## src/fhed_pkg.sv

```systemverilog
// ----------------------------------------------------------------------------
// fhed_pkg
// Shared types and constants for the filtered hysteresis edge detector.
// ----------------------------------------------------------------------------
package fhed_pkg;

    localparam int SAMPLE_BITS_DEF  = 12;
    localparam int TIME_BITS        = 32;
    localparam int CONFIRM_BITS     = 16;
    localparam int PCT_BITS         = 6;
    localparam int APB_ADDR_BITS    = 5;
    localparam int APB_DATA_BITS    = 32;

    localparam int DEF_THR_LOW      = 1900;
    localparam int DEF_THR_HIGH     = 2200;
    localparam int DEF_CONFIRM      = 200;
    localparam int DEF_HYST_PCT     = 10;
    localparam int DEF_MIN_CONTRAST = 100;

    localparam int HYST_MIN         = 2;
    localparam int PCT_DIVISOR      = 100;
    // bits needed to cover PCT_DIVISOR
    localparam int PCT_DIV_BITS     = 7;

    typedef enum logic [1:0] {
        OP_SAMPLE,
        OP_CAL_BEGIN,
        OP_CAL_FINISH,
        OP_STREAM_RESET
    } opcode_t;

    typedef enum logic [2:0] {
        REG_THR_LOW,
        REG_THR_HIGH,
        REG_POLARITY,
        REG_CONFIRM,
        REG_HYST_PCT,
        REG_MIN_CONTRAST
    } reg_idx_t;

    typedef struct packed {
        logic                    polarity_inv;
        logic [CONFIRM_BITS-1:0] confirm_time;
    } ctrl_cfg_t;

    typedef struct packed {
        logic low;
        logic high;
    } thr_load_t;

    typedef struct packed {
        logic comparator_state;
        logic rising_edge;
        logic falling_edge;
        logic discontinuity;
        logic calibration_ok;
        logic calibrated_flag;
    } res_flags_t;

    // percent/100 done as multiply by a scaled reciprocal, exact for all
    // products of a sample-wide range and a percent field
    function automatic int hyst_shift(input int sample_bits);
        return sample_bits + PCT_BITS + PCT_DIV_BITS;
    endfunction

    function automatic int hyst_mult(input int sample_bits);
        return ((1 << hyst_shift(sample_bits)) + PCT_DIVISOR - 1) / PCT_DIVISOR;
    endfunction

endpackage

```

## src/fhed_apb_regs.sv

```systemverilog
// ----------------------------------------------------------------------------
// fhed_apb_regs
// APB configuration registers with write strobes for the active thresholds.
// ----------------------------------------------------------------------------
module fhed_apb_regs #(
    parameter int SAMPLE_BITS = fhed_pkg::SAMPLE_BITS_DEF
) (
    input  logic                               aclk,
    input  logic                               aresetn,
    input  logic                               psel,
    input  logic                               penable,
    input  logic                               pwrite,
    input  logic [fhed_pkg::APB_ADDR_BITS-1:0] paddr,
    input  logic [fhed_pkg::APB_DATA_BITS-1:0] pwdata,
    output logic [fhed_pkg::APB_DATA_BITS-1:0] prdata,
    output fhed_pkg::ctrl_cfg_t                ctrl_cfg,
    output logic [SAMPLE_BITS-1:0]             thr_low,
    output logic [SAMPLE_BITS-1:0]             thr_high,
    output logic [SAMPLE_BITS-1:0]             min_contrast,
    output logic [SAMPLE_BITS+12:0]            pct_scaled,
    output fhed_pkg::thr_load_t                thr_load
);

    localparam int SCALED_BITS = fhed_pkg::hyst_shift(SAMPLE_BITS);
    localparam logic [SCALED_BITS-1:0] HYST_MULT =
        SCALED_BITS'(fhed_pkg::hyst_mult(SAMPLE_BITS));

    logic [SAMPLE_BITS-1:0]            thr_low_reg;
    logic [SAMPLE_BITS-1:0]            thr_high_reg;
    logic                              polarity_reg;
    logic [fhed_pkg::CONFIRM_BITS-1:0] confirm_reg;
    logic [fhed_pkg::PCT_BITS-1:0]     pct_reg;
    logic [SCALED_BITS-1:0]            pct_scaled_reg;
    logic [SAMPLE_BITS-1:0]            contrast_reg;
    logic                              wr_en;
    fhed_pkg::reg_idx_t                reg_idx;

    assign wr_en   = psel & penable & pwrite;
    assign reg_idx = fhed_pkg::reg_idx_t'(paddr[4:2]);

    always_ff @(posedge aclk) begin
        if (!aresetn) begin
            thr_low_reg    <= SAMPLE_BITS'(fhed_pkg::DEF_THR_LOW);
            thr_high_reg   <= SAMPLE_BITS'(fhed_pkg::DEF_THR_HIGH);
            polarity_reg   <= 1'b0;
            confirm_reg    <= fhed_pkg::CONFIRM_BITS'(fhed_pkg::DEF_CONFIRM);
            pct_reg        <= fhed_pkg::PCT_BITS'(fhed_pkg::DEF_HYST_PCT);
            pct_scaled_reg <= SCALED_BITS'(fhed_pkg::DEF_HYST_PCT) * HYST_MULT;
            contrast_reg   <= SAMPLE_BITS'(fhed_pkg::DEF_MIN_CONTRAST);
        end else if (wr_en) begin
            unique case (reg_idx)
                fhed_pkg::REG_THR_LOW:      thr_low_reg  <= pwdata[SAMPLE_BITS-1:0];
                fhed_pkg::REG_THR_HIGH:     thr_high_reg <= pwdata[SAMPLE_BITS-1:0];
                fhed_pkg::REG_POLARITY:     polarity_reg <= pwdata[0];
                fhed_pkg::REG_CONFIRM:      confirm_reg  <= pwdata[fhed_pkg::CONFIRM_BITS-1:0];
                fhed_pkg::REG_HYST_PCT: begin
                    pct_reg        <= pwdata[fhed_pkg::PCT_BITS-1:0];
                    pct_scaled_reg <= SCALED_BITS'(pwdata[fhed_pkg::PCT_BITS-1:0]) * HYST_MULT;
                end
                fhed_pkg::REG_MIN_CONTRAST: contrast_reg <= pwdata[SAMPLE_BITS-1:0];
                default: ;
            endcase
        end
    end

    always_comb begin
        unique case (reg_idx)
            fhed_pkg::REG_THR_LOW:      prdata = fhed_pkg::APB_DATA_BITS'(thr_low_reg);
            fhed_pkg::REG_THR_HIGH:     prdata = fhed_pkg::APB_DATA_BITS'(thr_high_reg);
            fhed_pkg::REG_POLARITY:     prdata = fhed_pkg::APB_DATA_BITS'(polarity_reg);
            fhed_pkg::REG_CONFIRM:      prdata = fhed_pkg::APB_DATA_BITS'(confirm_reg);
            fhed_pkg::REG_HYST_PCT:     prdata = fhed_pkg::APB_DATA_BITS'(pct_reg);
            fhed_pkg::REG_MIN_CONTRAST: prdata = fhed_pkg::APB_DATA_BITS'(contrast_reg);
            default:                    prdata = '0;
        endcase
    end

    assign ctrl_cfg.polarity_inv = polarity_reg;
    assign ctrl_cfg.confirm_time = confirm_reg;
    // new threshold value, loaded into the core on the write strobe
    assign thr_low       = pwdata[SAMPLE_BITS-1:0];
    assign thr_high      = pwdata[SAMPLE_BITS-1:0];
    assign min_contrast  = contrast_reg;
    assign pct_scaled    = pct_scaled_reg;
    assign thr_load.low  = wr_en && (reg_idx == fhed_pkg::REG_THR_LOW);
    assign thr_load.high = wr_en && (reg_idx == fhed_pkg::REG_THR_HIGH);

endmodule

```

## src/fhed_core.sv

```systemverilog
// ----------------------------------------------------------------------------
// fhed_core
// Detector state and the single-pass update for one transaction: IIR filter,
// seeding, Schmitt comparator with confirmation time, and calibration.
// ----------------------------------------------------------------------------
module fhed_core #(
    parameter int SAMPLE_BITS = fhed_pkg::SAMPLE_BITS_DEF
) (
    input  logic                            aclk,
    input  logic                            aresetn,
    input  logic                            adv,
    input  fhed_pkg::opcode_t               item_op,
    input  logic [SAMPLE_BITS-1:0]          item_raw,
    input  logic [fhed_pkg::TIME_BITS-1:0]  item_time,
    input  fhed_pkg::ctrl_cfg_t             ctrl_cfg,
    input  logic [SAMPLE_BITS-1:0]          thr_low_wr,
    input  logic [SAMPLE_BITS-1:0]          thr_high_wr,
    input  logic [SAMPLE_BITS-1:0]          min_contrast,
    input  logic [SAMPLE_BITS+12:0]         pct_scaled,
    input  fhed_pkg::thr_load_t             thr_load,
    output logic [SAMPLE_BITS-1:0]          res_filt,
    output logic [fhed_pkg::TIME_BITS-1:0]  res_time,
    output fhed_pkg::res_flags_t            res_flags
);

    localparam int W     = SAMPLE_BITS;
    localparam int AW    = W + 2;
    localparam int HS    = fhed_pkg::hyst_shift(W);
    localparam int PW    = W + HS;
    localparam logic [W-1:0] SMAX = {W{1'b1}};

    logic [AW-1:0]                   acc_reg, acc_next;
    logic [W-1:0]                    filt_reg, filt_next;
    logic                            lvl_reg, lvl_next;
    logic                            seeded_reg, seeded_next;
    logic                            pend_reg, pend_next;
    logic [fhed_pkg::TIME_BITS-1:0]  cst_reg, cst_next;
    logic [W-1:0]                    min_reg, min_next;
    logic [W-1:0]                    max_reg, max_next;
    logic                            cal_reg, cal_next;
    logic                            valid_reg, valid_next;
    logic [W-1:0]                    thr_lo_reg, thr_lo_next;
    logic [W-1:0]                    thr_hi_reg, thr_hi_next;

    logic signed [W+1:0]             diff, half;
    logic [W-1:0]                    mid;
    logic [AW-1:0]                   acc0, acc1;
    logic [W-1:0]                    filt;
    logic                            lvl0, cmp_lvl;
    logic [fhed_pkg::TIME_BITS-1:0]  start_t, elapsed;
    logic [W-1:0]                    range_v, center, hyst_raw, hyst;
    logic [PW-1:0]                   prod;
    logic [W:0]                      hi_sum;
    logic                            range_ok;

    function automatic logic level_from(input logic inv, input logic [W-1:0] v,
                                        input logic [W-1:0] m);
        return inv ? (v < m) : (v >= m);
    endfunction

    always_comb begin
        // seed midpoint, truncated toward zero even when high < low
        diff = $signed({2'b00, thr_hi_reg}) - $signed({2'b00, thr_lo_reg});
        half = (diff + $signed((W+2)'(diff[W+1]))) >>> 1;
        mid  = W'($unsigned($signed({2'b00, thr_lo_reg}) + half));

        acc0 = seeded_reg ? acc_reg : {item_raw, 2'b00};
        lvl0 = seeded_reg ? lvl_reg : level_from(ctrl_cfg.polarity_inv, item_raw, mid);
        acc1 = acc0 - (acc0 >> 2) + AW'(item_raw);
        filt = acc1[AW-1:2];

        cmp_lvl = lvl0;
        if (valid_reg) begin
            if (!ctrl_cfg.polarity_inv) begin
                if (!lvl0 && (filt > thr_hi_reg)) cmp_lvl = 1'b1;
                if (lvl0 && (filt < thr_lo_reg))  cmp_lvl = 1'b0;
            end else begin
                if (!lvl0 && (filt < thr_lo_reg)) cmp_lvl = 1'b1;
                if (lvl0 && (filt > thr_hi_reg))  cmp_lvl = 1'b0;
            end
        end
        start_t = pend_reg ? cst_reg : item_time;
        elapsed = item_time - start_t;

        range_v  = max_reg - min_reg;
        range_ok = (max_reg > min_reg) && (range_v >= min_contrast);
        center   = min_reg + (range_v >> 1);
        prod     = PW'(range_v) * PW'(pct_scaled);
        hyst_raw = prod[HS +: W];
        hyst     = (hyst_raw < W'(fhed_pkg::HYST_MIN)) ? W'(fhed_pkg::HYST_MIN) : hyst_raw;
        hi_sum   = {1'b0, center} + {1'b0, hyst};

        acc_next    = acc_reg;
        filt_next   = filt_reg;
        lvl_next    = lvl_reg;
        seeded_next = seeded_reg;
        pend_next   = pend_reg;
        cst_next    = cst_reg;
        min_next    = min_reg;
        max_next    = max_reg;
        cal_next    = cal_reg;
        valid_next  = valid_reg;
        thr_lo_next = thr_lo_reg;
        thr_hi_next = thr_hi_reg;

        res_filt  = '0;
        res_time  = item_time;
        res_flags = '0;

        unique case (item_op)
            fhed_pkg::OP_SAMPLE: begin
                acc_next    = acc1;
                filt_next   = filt;
                seeded_next = 1'b1;
                res_filt    = filt;
                if (cal_reg) begin
                    if (filt < min_reg) min_next = filt;
                    if (filt > max_reg) max_next = filt;
                end
                lvl_next  = lvl0;
                pend_next = 1'b0;
                if (cmp_lvl != lvl0) begin
                    cst_next = start_t;
                    if (elapsed < fhed_pkg::TIME_BITS'(ctrl_cfg.confirm_time)) begin
                        pend_next = 1'b1;
                    end else begin
                        lvl_next = cmp_lvl;
                        res_time = start_t;
                    end
                end
                res_flags.rising_edge  = !lvl0 && lvl_next;
                res_flags.falling_edge = lvl0 && !lvl_next;
            end
            fhed_pkg::OP_CAL_BEGIN: begin
                min_next   = SMAX;
                max_next   = '0;
                cal_next   = 1'b1;
                valid_next = 1'b0;
            end
            fhed_pkg::OP_CAL_FINISH: begin
                cal_next = 1'b0;
                if (range_ok) begin
                    thr_lo_next = (center > hyst) ? center - hyst : '0;
                    thr_hi_next = (hi_sum > {1'b0, SMAX}) ? SMAX : hi_sum[W-1:0];
                    lvl_next    = level_from(ctrl_cfg.polarity_inv, filt_reg, center);
                    pend_next   = 1'b0;
                    valid_next  = 1'b1;
                    res_flags.calibration_ok = 1'b1;
                end else begin
                    valid_next = 1'b0;
                end
            end
            fhed_pkg::OP_STREAM_RESET: begin
                seeded_next = 1'b0;
                pend_next   = 1'b0;
                res_flags.discontinuity = 1'b1;
            end
            default: ;
        endcase

        res_flags.comparator_state = lvl_next;
        res_flags.calibrated_flag  = valid_next;
    end

    always_ff @(posedge aclk) begin
        if (!aresetn) begin
            acc_reg    <= '0;
            filt_reg   <= '0;
            lvl_reg    <= 1'b0;
            seeded_reg <= 1'b0;
            pend_reg   <= 1'b0;
            cst_reg    <= '0;
            min_reg    <= '0;
            max_reg    <= '0;
            cal_reg    <= 1'b0;
            valid_reg  <= 1'b1;
            thr_lo_reg <= W'(fhed_pkg::DEF_THR_LOW);
            thr_hi_reg <= W'(fhed_pkg::DEF_THR_HIGH);
        end else begin
            if (adv) begin
                acc_reg    <= acc_next;
                filt_reg   <= filt_next;
                lvl_reg    <= lvl_next;
                seeded_reg <= seeded_next;
                pend_reg   <= pend_next;
                cst_reg    <= cst_next;
                min_reg    <= min_next;
                max_reg    <= max_next;
                cal_reg    <= cal_next;
                valid_reg  <= valid_next;
            end
            if (thr_load.low) begin
                thr_lo_reg <= thr_low_wr;
            end else if (adv) begin
                thr_lo_reg <= thr_lo_next;
            end
            if (thr_load.high) begin
                thr_hi_reg <= thr_high_wr;
            end else if (adv) begin
                thr_hi_reg <= thr_hi_next;
            end
        end
    end

    a_no_double_edge: assert property (@(posedge aclk) disable iff (!aresetn)
        !(res_flags.rising_edge && res_flags.falling_edge))
        else $error("rising and falling edge on one transaction");

    a_cal_begin: assert property (@(posedge aclk) disable iff (!aresetn)
        (adv && item_op == fhed_pkg::OP_CAL_BEGIN) |=> (cal_reg && !valid_reg))
        else $error("begin calibration did not arm tracking");

    a_edge_clears_pending: assert property (@(posedge aclk) disable iff (!aresetn)
        (adv && (res_flags.rising_edge || res_flags.falling_edge)) |=> !pend_reg)
        else $error("crossing still pending after confirmed edge");

endmodule

```

## src/filtered_hysteresis_edge_detector.sv

```systemverilog
// ----------------------------------------------------------------------------
// filtered_hysteresis_edge_detector
// Path: an accepted transaction goes to the input register, then its result
// to the result register, which drives m_tvalid. Throughput: one transaction
// per cycle unless m_tready stalls a full output; the filter, comparator and
// calibration update for an item completes in one pass of fhed_core.
// Reset (aresetn low, synchronous) clears the pipeline, loads the default
// register values and thresholds, and unseeds the filter.
// ----------------------------------------------------------------------------
module filtered_hysteresis_edge_detector #(
    parameter int SAMPLE_BITS = fhed_pkg::SAMPLE_BITS_DEF
) (
    input  logic                               aclk,
    input  logic                               aresetn,
    input  logic                               s_tvalid,
    output logic                               s_tready,
    // sample_value, time_us
    input  logic [((SAMPLE_BITS+39)/8)*8-1:0]  s_tdata,
    // opcode
    input  logic [1:0]                         s_tuser,
    output logic                               m_tvalid,
    input  logic                               m_tready,
    // filtered_value, comparator_state, rising_edge, falling_edge,
    // edge_time_us, discontinuity, calibration_ok, calibrated_flag
    output logic [((SAMPLE_BITS+45)/8)*8-1:0]  m_tdata,
    input  logic                               psel,
    input  logic                               penable,
    input  logic                               pwrite,
    input  logic [fhed_pkg::APB_ADDR_BITS-1:0] paddr,
    input  logic [fhed_pkg::APB_DATA_BITS-1:0] pwdata,
    output logic [fhed_pkg::APB_DATA_BITS-1:0] prdata,
    output logic                               pready
);

    localparam int W        = SAMPLE_BITS;
    localparam int TB       = fhed_pkg::TIME_BITS;
    localparam int OUT_BITS = ((W + 45) / 8) * 8;
    localparam int RES_BITS = W + TB + 6;

    fhed_pkg::ctrl_cfg_t  ctrl_cfg;
    fhed_pkg::thr_load_t  thr_load;
    fhed_pkg::res_flags_t res_flags;
    logic [W-1:0]         thr_low, thr_high, min_contrast;
    logic [W+12:0]        pct_scaled;

    logic                 in_valid_reg;
    fhed_pkg::opcode_t    in_op_reg;
    logic [W-1:0]         in_raw_reg;
    logic [TB-1:0]        in_time_reg;
    logic                 out_valid_reg;
    logic [RES_BITS-1:0]  out_data_reg;
    logic                 adv;
    logic [W-1:0]         res_filt;
    logic [TB-1:0]        res_time;

    assign adv      = in_valid_reg && (!out_valid_reg || m_tready);
    assign s_tready = !in_valid_reg || adv;
    assign m_tvalid = out_valid_reg;
    assign m_tdata  = OUT_BITS'(out_data_reg);
    assign pready   = 1'b1;

    fhed_apb_regs #(
        .SAMPLE_BITS (SAMPLE_BITS)
    ) u_regs (
        .aclk         (aclk),
        .aresetn      (aresetn),
        .psel         (psel),
        .penable      (penable),
        .pwrite       (pwrite),
        .paddr        (paddr),
        .pwdata       (pwdata),
        .prdata       (prdata),
        .ctrl_cfg     (ctrl_cfg),
        .thr_low      (thr_low),
        .thr_high     (thr_high),
        .min_contrast (min_contrast),
        .pct_scaled   (pct_scaled),
        .thr_load     (thr_load)
    );

    fhed_core #(
        .SAMPLE_BITS (SAMPLE_BITS)
    ) u_core (
        .aclk         (aclk),
        .aresetn      (aresetn),
        .adv          (adv),
        .item_op      (in_op_reg),
        .item_raw     (in_raw_reg),
        .item_time    (in_time_reg),
        .ctrl_cfg     (ctrl_cfg),
        .thr_low_wr   (thr_low),
        .thr_high_wr  (thr_high),
        .min_contrast (min_contrast),
        .pct_scaled   (pct_scaled),
        .thr_load     (thr_load),
        .res_filt     (res_filt),
        .res_time     (res_time),
        .res_flags    (res_flags)
    );

    always_ff @(posedge aclk) begin
        if (!aresetn) begin
            in_valid_reg  <= 1'b0;
            out_valid_reg <= 1'b0;
        end else begin
            if (s_tready) begin
                in_valid_reg <= s_tvalid;
            end
            if (adv) begin
                out_valid_reg <= 1'b1;
            end else if (m_tready) begin
                out_valid_reg <= 1'b0;
            end
        end
    end

    always_ff @(posedge aclk) begin
        if (s_tready && s_tvalid) begin
            in_op_reg   <= fhed_pkg::opcode_t'(s_tuser);
            in_raw_reg  <= s_tdata[W-1:0];
            in_time_reg <= s_tdata[W +: TB];
        end
        if (adv) begin
            out_data_reg <= {res_flags.calibrated_flag, res_flags.calibration_ok,
                             res_flags.discontinuity, res_time,
                             res_flags.falling_edge, res_flags.rising_edge,
                             res_flags.comparator_state, res_filt};
        end
    end

    a_stall_means_full: assert property (@(posedge aclk) disable iff (!aresetn)
        !s_tready |-> (in_valid_reg && out_valid_reg && !m_tready))
        else $error("input stalled with room in the pipeline");

    a_held_item_kept: assert property (@(posedge aclk) disable iff (!aresetn)
        (in_valid_reg && !adv) |=> (in_valid_reg && $stable(in_time_reg)))
        else $error("stalled input transaction lost");

    a_result_from_adv: assert property (@(posedge aclk) disable iff (!aresetn)
        (!out_valid_reg && !adv) |=> !out_valid_reg)
        else $error("result appeared without an advancing transaction");

endmodule

```

## config.mk

```make
export PLATFORM = sky130hd
export DESIGN_NAME = filtered_hysteresis_edge_detector
export DESIGN_NICKNAME = d
export VERILOG_FILES = /design/src/fhed_pkg.sv /design/src/fhed_apb_regs.sv /design/src/fhed_core.sv /design/src/filtered_hysteresis_edge_detector.sv
export SDC_FILE = /design/constraint.sdc
export NUM_CORES = 2
export LEC_CHECK = 0
export ABC_AREA = 1
export ABC_CLOCK_PERIOD_IN_PS = 17240
export BUFFER_PORTS_ARGS = -buffer_cell sky130_fd_sc_hd__buf_2
export CELL_PAD_IN_SITES_DETAIL_PLACEMENT = 1
export CELL_PAD_IN_SITES_GLOBAL_PLACEMENT = 1
export CORE_MARGIN = 3
export CORE_UTILIZATION = 51
export CTS_CLUSTER_DIAMETER = 200
export DETAILED_ROUTE_END_ITERATION = 16
export GPL_TIMING_DRIVEN = 0
export PLACE_DENSITY_LB_ADDON = 0.1
export SLEW_MARGIN = 20
export SYNTH_ARGS = -nofsm -noshare
export SYNTH_HDL_FRONTEND = slang
export SYNTH_SLANG_ARGS = --single-unit
```

## constraint.sdc

```tcl
create_clock -name aclk -period 17.24 [get_ports aclk]
set_input_delay 0 -clock aclk [delete_from_list [all_inputs] [get_ports aclk]]
set_output_delay 0 -clock aclk [all_outputs]
set_load 0.02 [all_outputs]
```

==> results.cfg <==
[critical_path]
crit_path_max_incr_delay_ns = 0.69
crit_path_frequent_cell = nand2_1
cp_max_fo = 11
rrSetupSlack_ns = 5.87
worstPathArrival_ns = 11.79
worst_r2r_startpoint = u_core.min_reg[0]
start_kind = register
critPathKind = reg2reg
crit_path_end_kind = register
slowest_stage = clkinv_1
r2r_cells = 49
cp-startpoint = u_core.min_reg[0]
crit_end = u_core.thr_hi_reg[8]
cp.required_ns = 17.66
reg2reg_to = u_core.thr_hi_reg[8]

[detailed_routing]
wl_per_cell_um = 22.6
wl_met3_um = 8880
drtAntennaViolNets = 0
wl_um = 119000
wl_met2_um = 55300
firstDrtPassIters = 5
vias = 30100
m1WireLength_um = 49700
drc = 0
routed_via_density = 5.74
drtIter0Drc = 2342
top_layer = met4

[grt]
gr-usage-all-layers = 0.371
antenna_found_initial = 0
grt_overflow = 0
grt_pass1_wl_um = 183000
grt_pass1_vias = 32000
grt_max_degree = 56

[floorplanning]
placementRows = 89
die-width_um = 253
start_util = 0.521
io_pins = 185
die-area_um2 = 64000
die_h_um = 253
coreArea_um2 = 59700

[sta]
max_slew.worst_pin.slew_ns = 1.10
fin_crit_ns = 11.37
rsz0062_at_grt = no
hold_viol = 0
max_slew_margin = 0.264
setup_viol = 0
fin_crit_sh = 0.660
hold_ws_ns = 0.125
timing.fmax_mhz = 87.9
slew_viol_final = 0
finClkSkew_ns = 0.0302
setup_tns_ns = 0

[cells_and_area]
syn_to_final_growth_pct = 11.6
multi_input_area_um2 = 20900
n_antenna_cell = 0
regArea_um2 = 6530
post-route-util = 0.581
nFillCells = 7722
layout.nets = 5139
layout_common_cells = nand2_1, inv_1, a21oi_1
final_common_cell = nand2_1
largest_reg_flops = 50
drive_gt1_frac = 0.0702

[cts]
htree_levels = 2
worst_skew_pair.late_latency_ns = 0.58
post_cts_resized = 0
clock_path_buffers = 3
tritoncts = built
cts_hold_buf = 66
cts_buffers = 36
cts_setup_buffers = 0
clk_pin_slew_ns = 0.06
cts_sinks = 278
cts_root_buf = clkbuf_16

[synthesis]
synth_warnings = 0
syn_area_per_cell_um2 = 7.44
synth_top_area_cell = fa_1
syn-instance-count = 4179
seq_area_frac_synth = 0.210
synth_cell_types = 55
yosys-top-cells-area = fa_1, ha_1, dfxtp_1
synth_seq_cells = 278
syn_area_um2 = 31100
synth_top_area_frac = 0.172

[flow_run]
cap_violations = 0

[place]
portBuffers = 138
gp_congestion = 0.931
dp_hpwl_um = 91500

[worst_hold_path]
whs_path_depth = 4
hold_class = in2reg

[run_status]
outcome = finished clean
## how the worst min path moves through the flow
stage | start | end | slack, ns
after floorplan | s_tuser[0] | in_op_reg[0] | 0.1
after global placement | s_tdata[12] | in_time_reg[0] | 0.18
after detailed placement | s_tdata[4] | in_raw_reg[4] | 0.18
after CTS | aresetn | u_regs.confirm_reg[13] | 0.07
after global routing | s_tuser[1] | in_op_reg[1] | 0.12
final | aresetn | u_regs.confirm_reg[8] | 0.13
## Yosys cell counts, drive strengths merged
cell	count
or2	12
a31o	3
clkbuf	71
nor3	35
xnor2	16
buf	69
o21a	10
a211oi	5
nor2	321
fa	267
a31oi	17
a22oi	1
edfxtp	96
nand3b	8
nand3	151
a211o	1
nor4	6
nand2	970
o31ai	5
a21boi	4
a221oi	7
o22ai	8
ha	335
conb	2
nand4	35
o2111ai	2
o221a	1
o211ai	29
and2	5
o221ai	15
xor2	75
a221o	6
dfxtp	182
clkinv	6
inv	809
a21oi	342
a21o	14
mux2i	30
o21bai	18
o21ai	190
## critical path: cells and delay by family (launching register included)
kind | cells | cell delay [ns]
buf+inv | 8 | 1.36
simple gates | 21 | 2.77
compound gates | 10 | 2.04
fa+ha+maj | 9 | 4.17
flops | 1 | 0.44
xor+xnor | 1 | 0.43
## through the flow
| step | instance area, um^2 | cells | setup WS (ns) |
|---|---|---|---|
| after floorplan | 31200 | 4200 | 8.63 |
| after global routing | 34700 | 5243 | 5.18 |
| after global placement | 32800 | 5111 | 6.29 |
| final | 34700 | 5243 | 5.87 |
| after CTS | 34700 | 5243 | 6.09 |
| after detailed placement | 32900 | 5112 | 6.18 |
## final cells by class
class / instances / area share
Sequential cell: 278 / 0.188
Timing Repair Buffer: 205 / 0.0395
Tap cell: 773 / 0.0279
Buffer: 140 / 0.0200
Clock buffer: 49 / 0.0291
Clock inverter: 16 / 0.00469
Inverter: 815 / 0.0882
Multi-Input combinational cell: 2967 / 0.603
## layer usage
| layer | GRT usage | vias to the layer above |
|---|---|---|
| met5 | 0 | - |
| met4 | 0.141 | 0 |
| met3 | 0.0575 | 272 |
| met2 | 0.619 | 1206 |
| met1 | 0.487 | 14900 |
| li1 | - | 13700 |
## cell families (layout without fill, tap and decap cells)
logic type,Yosys count,in the layout,share of synthesized area
other,2,23,0.000241
flip-flops,278,278,0.210
AO/OA/AOI/OAI,678,678,0.125
buffers and inverters,955,1225,0.121
XOR/XNOR,91,91,0.0256
adder cells (fa/ha/maj),602,602,0.307
multiplexers,30,30,0.00965
AND/OR/NAND/NOR,1543,1543,0.202
Power is not shown: default switching activity piles up to over one toggle a cycle in this logic, so the estimate is an artifact.
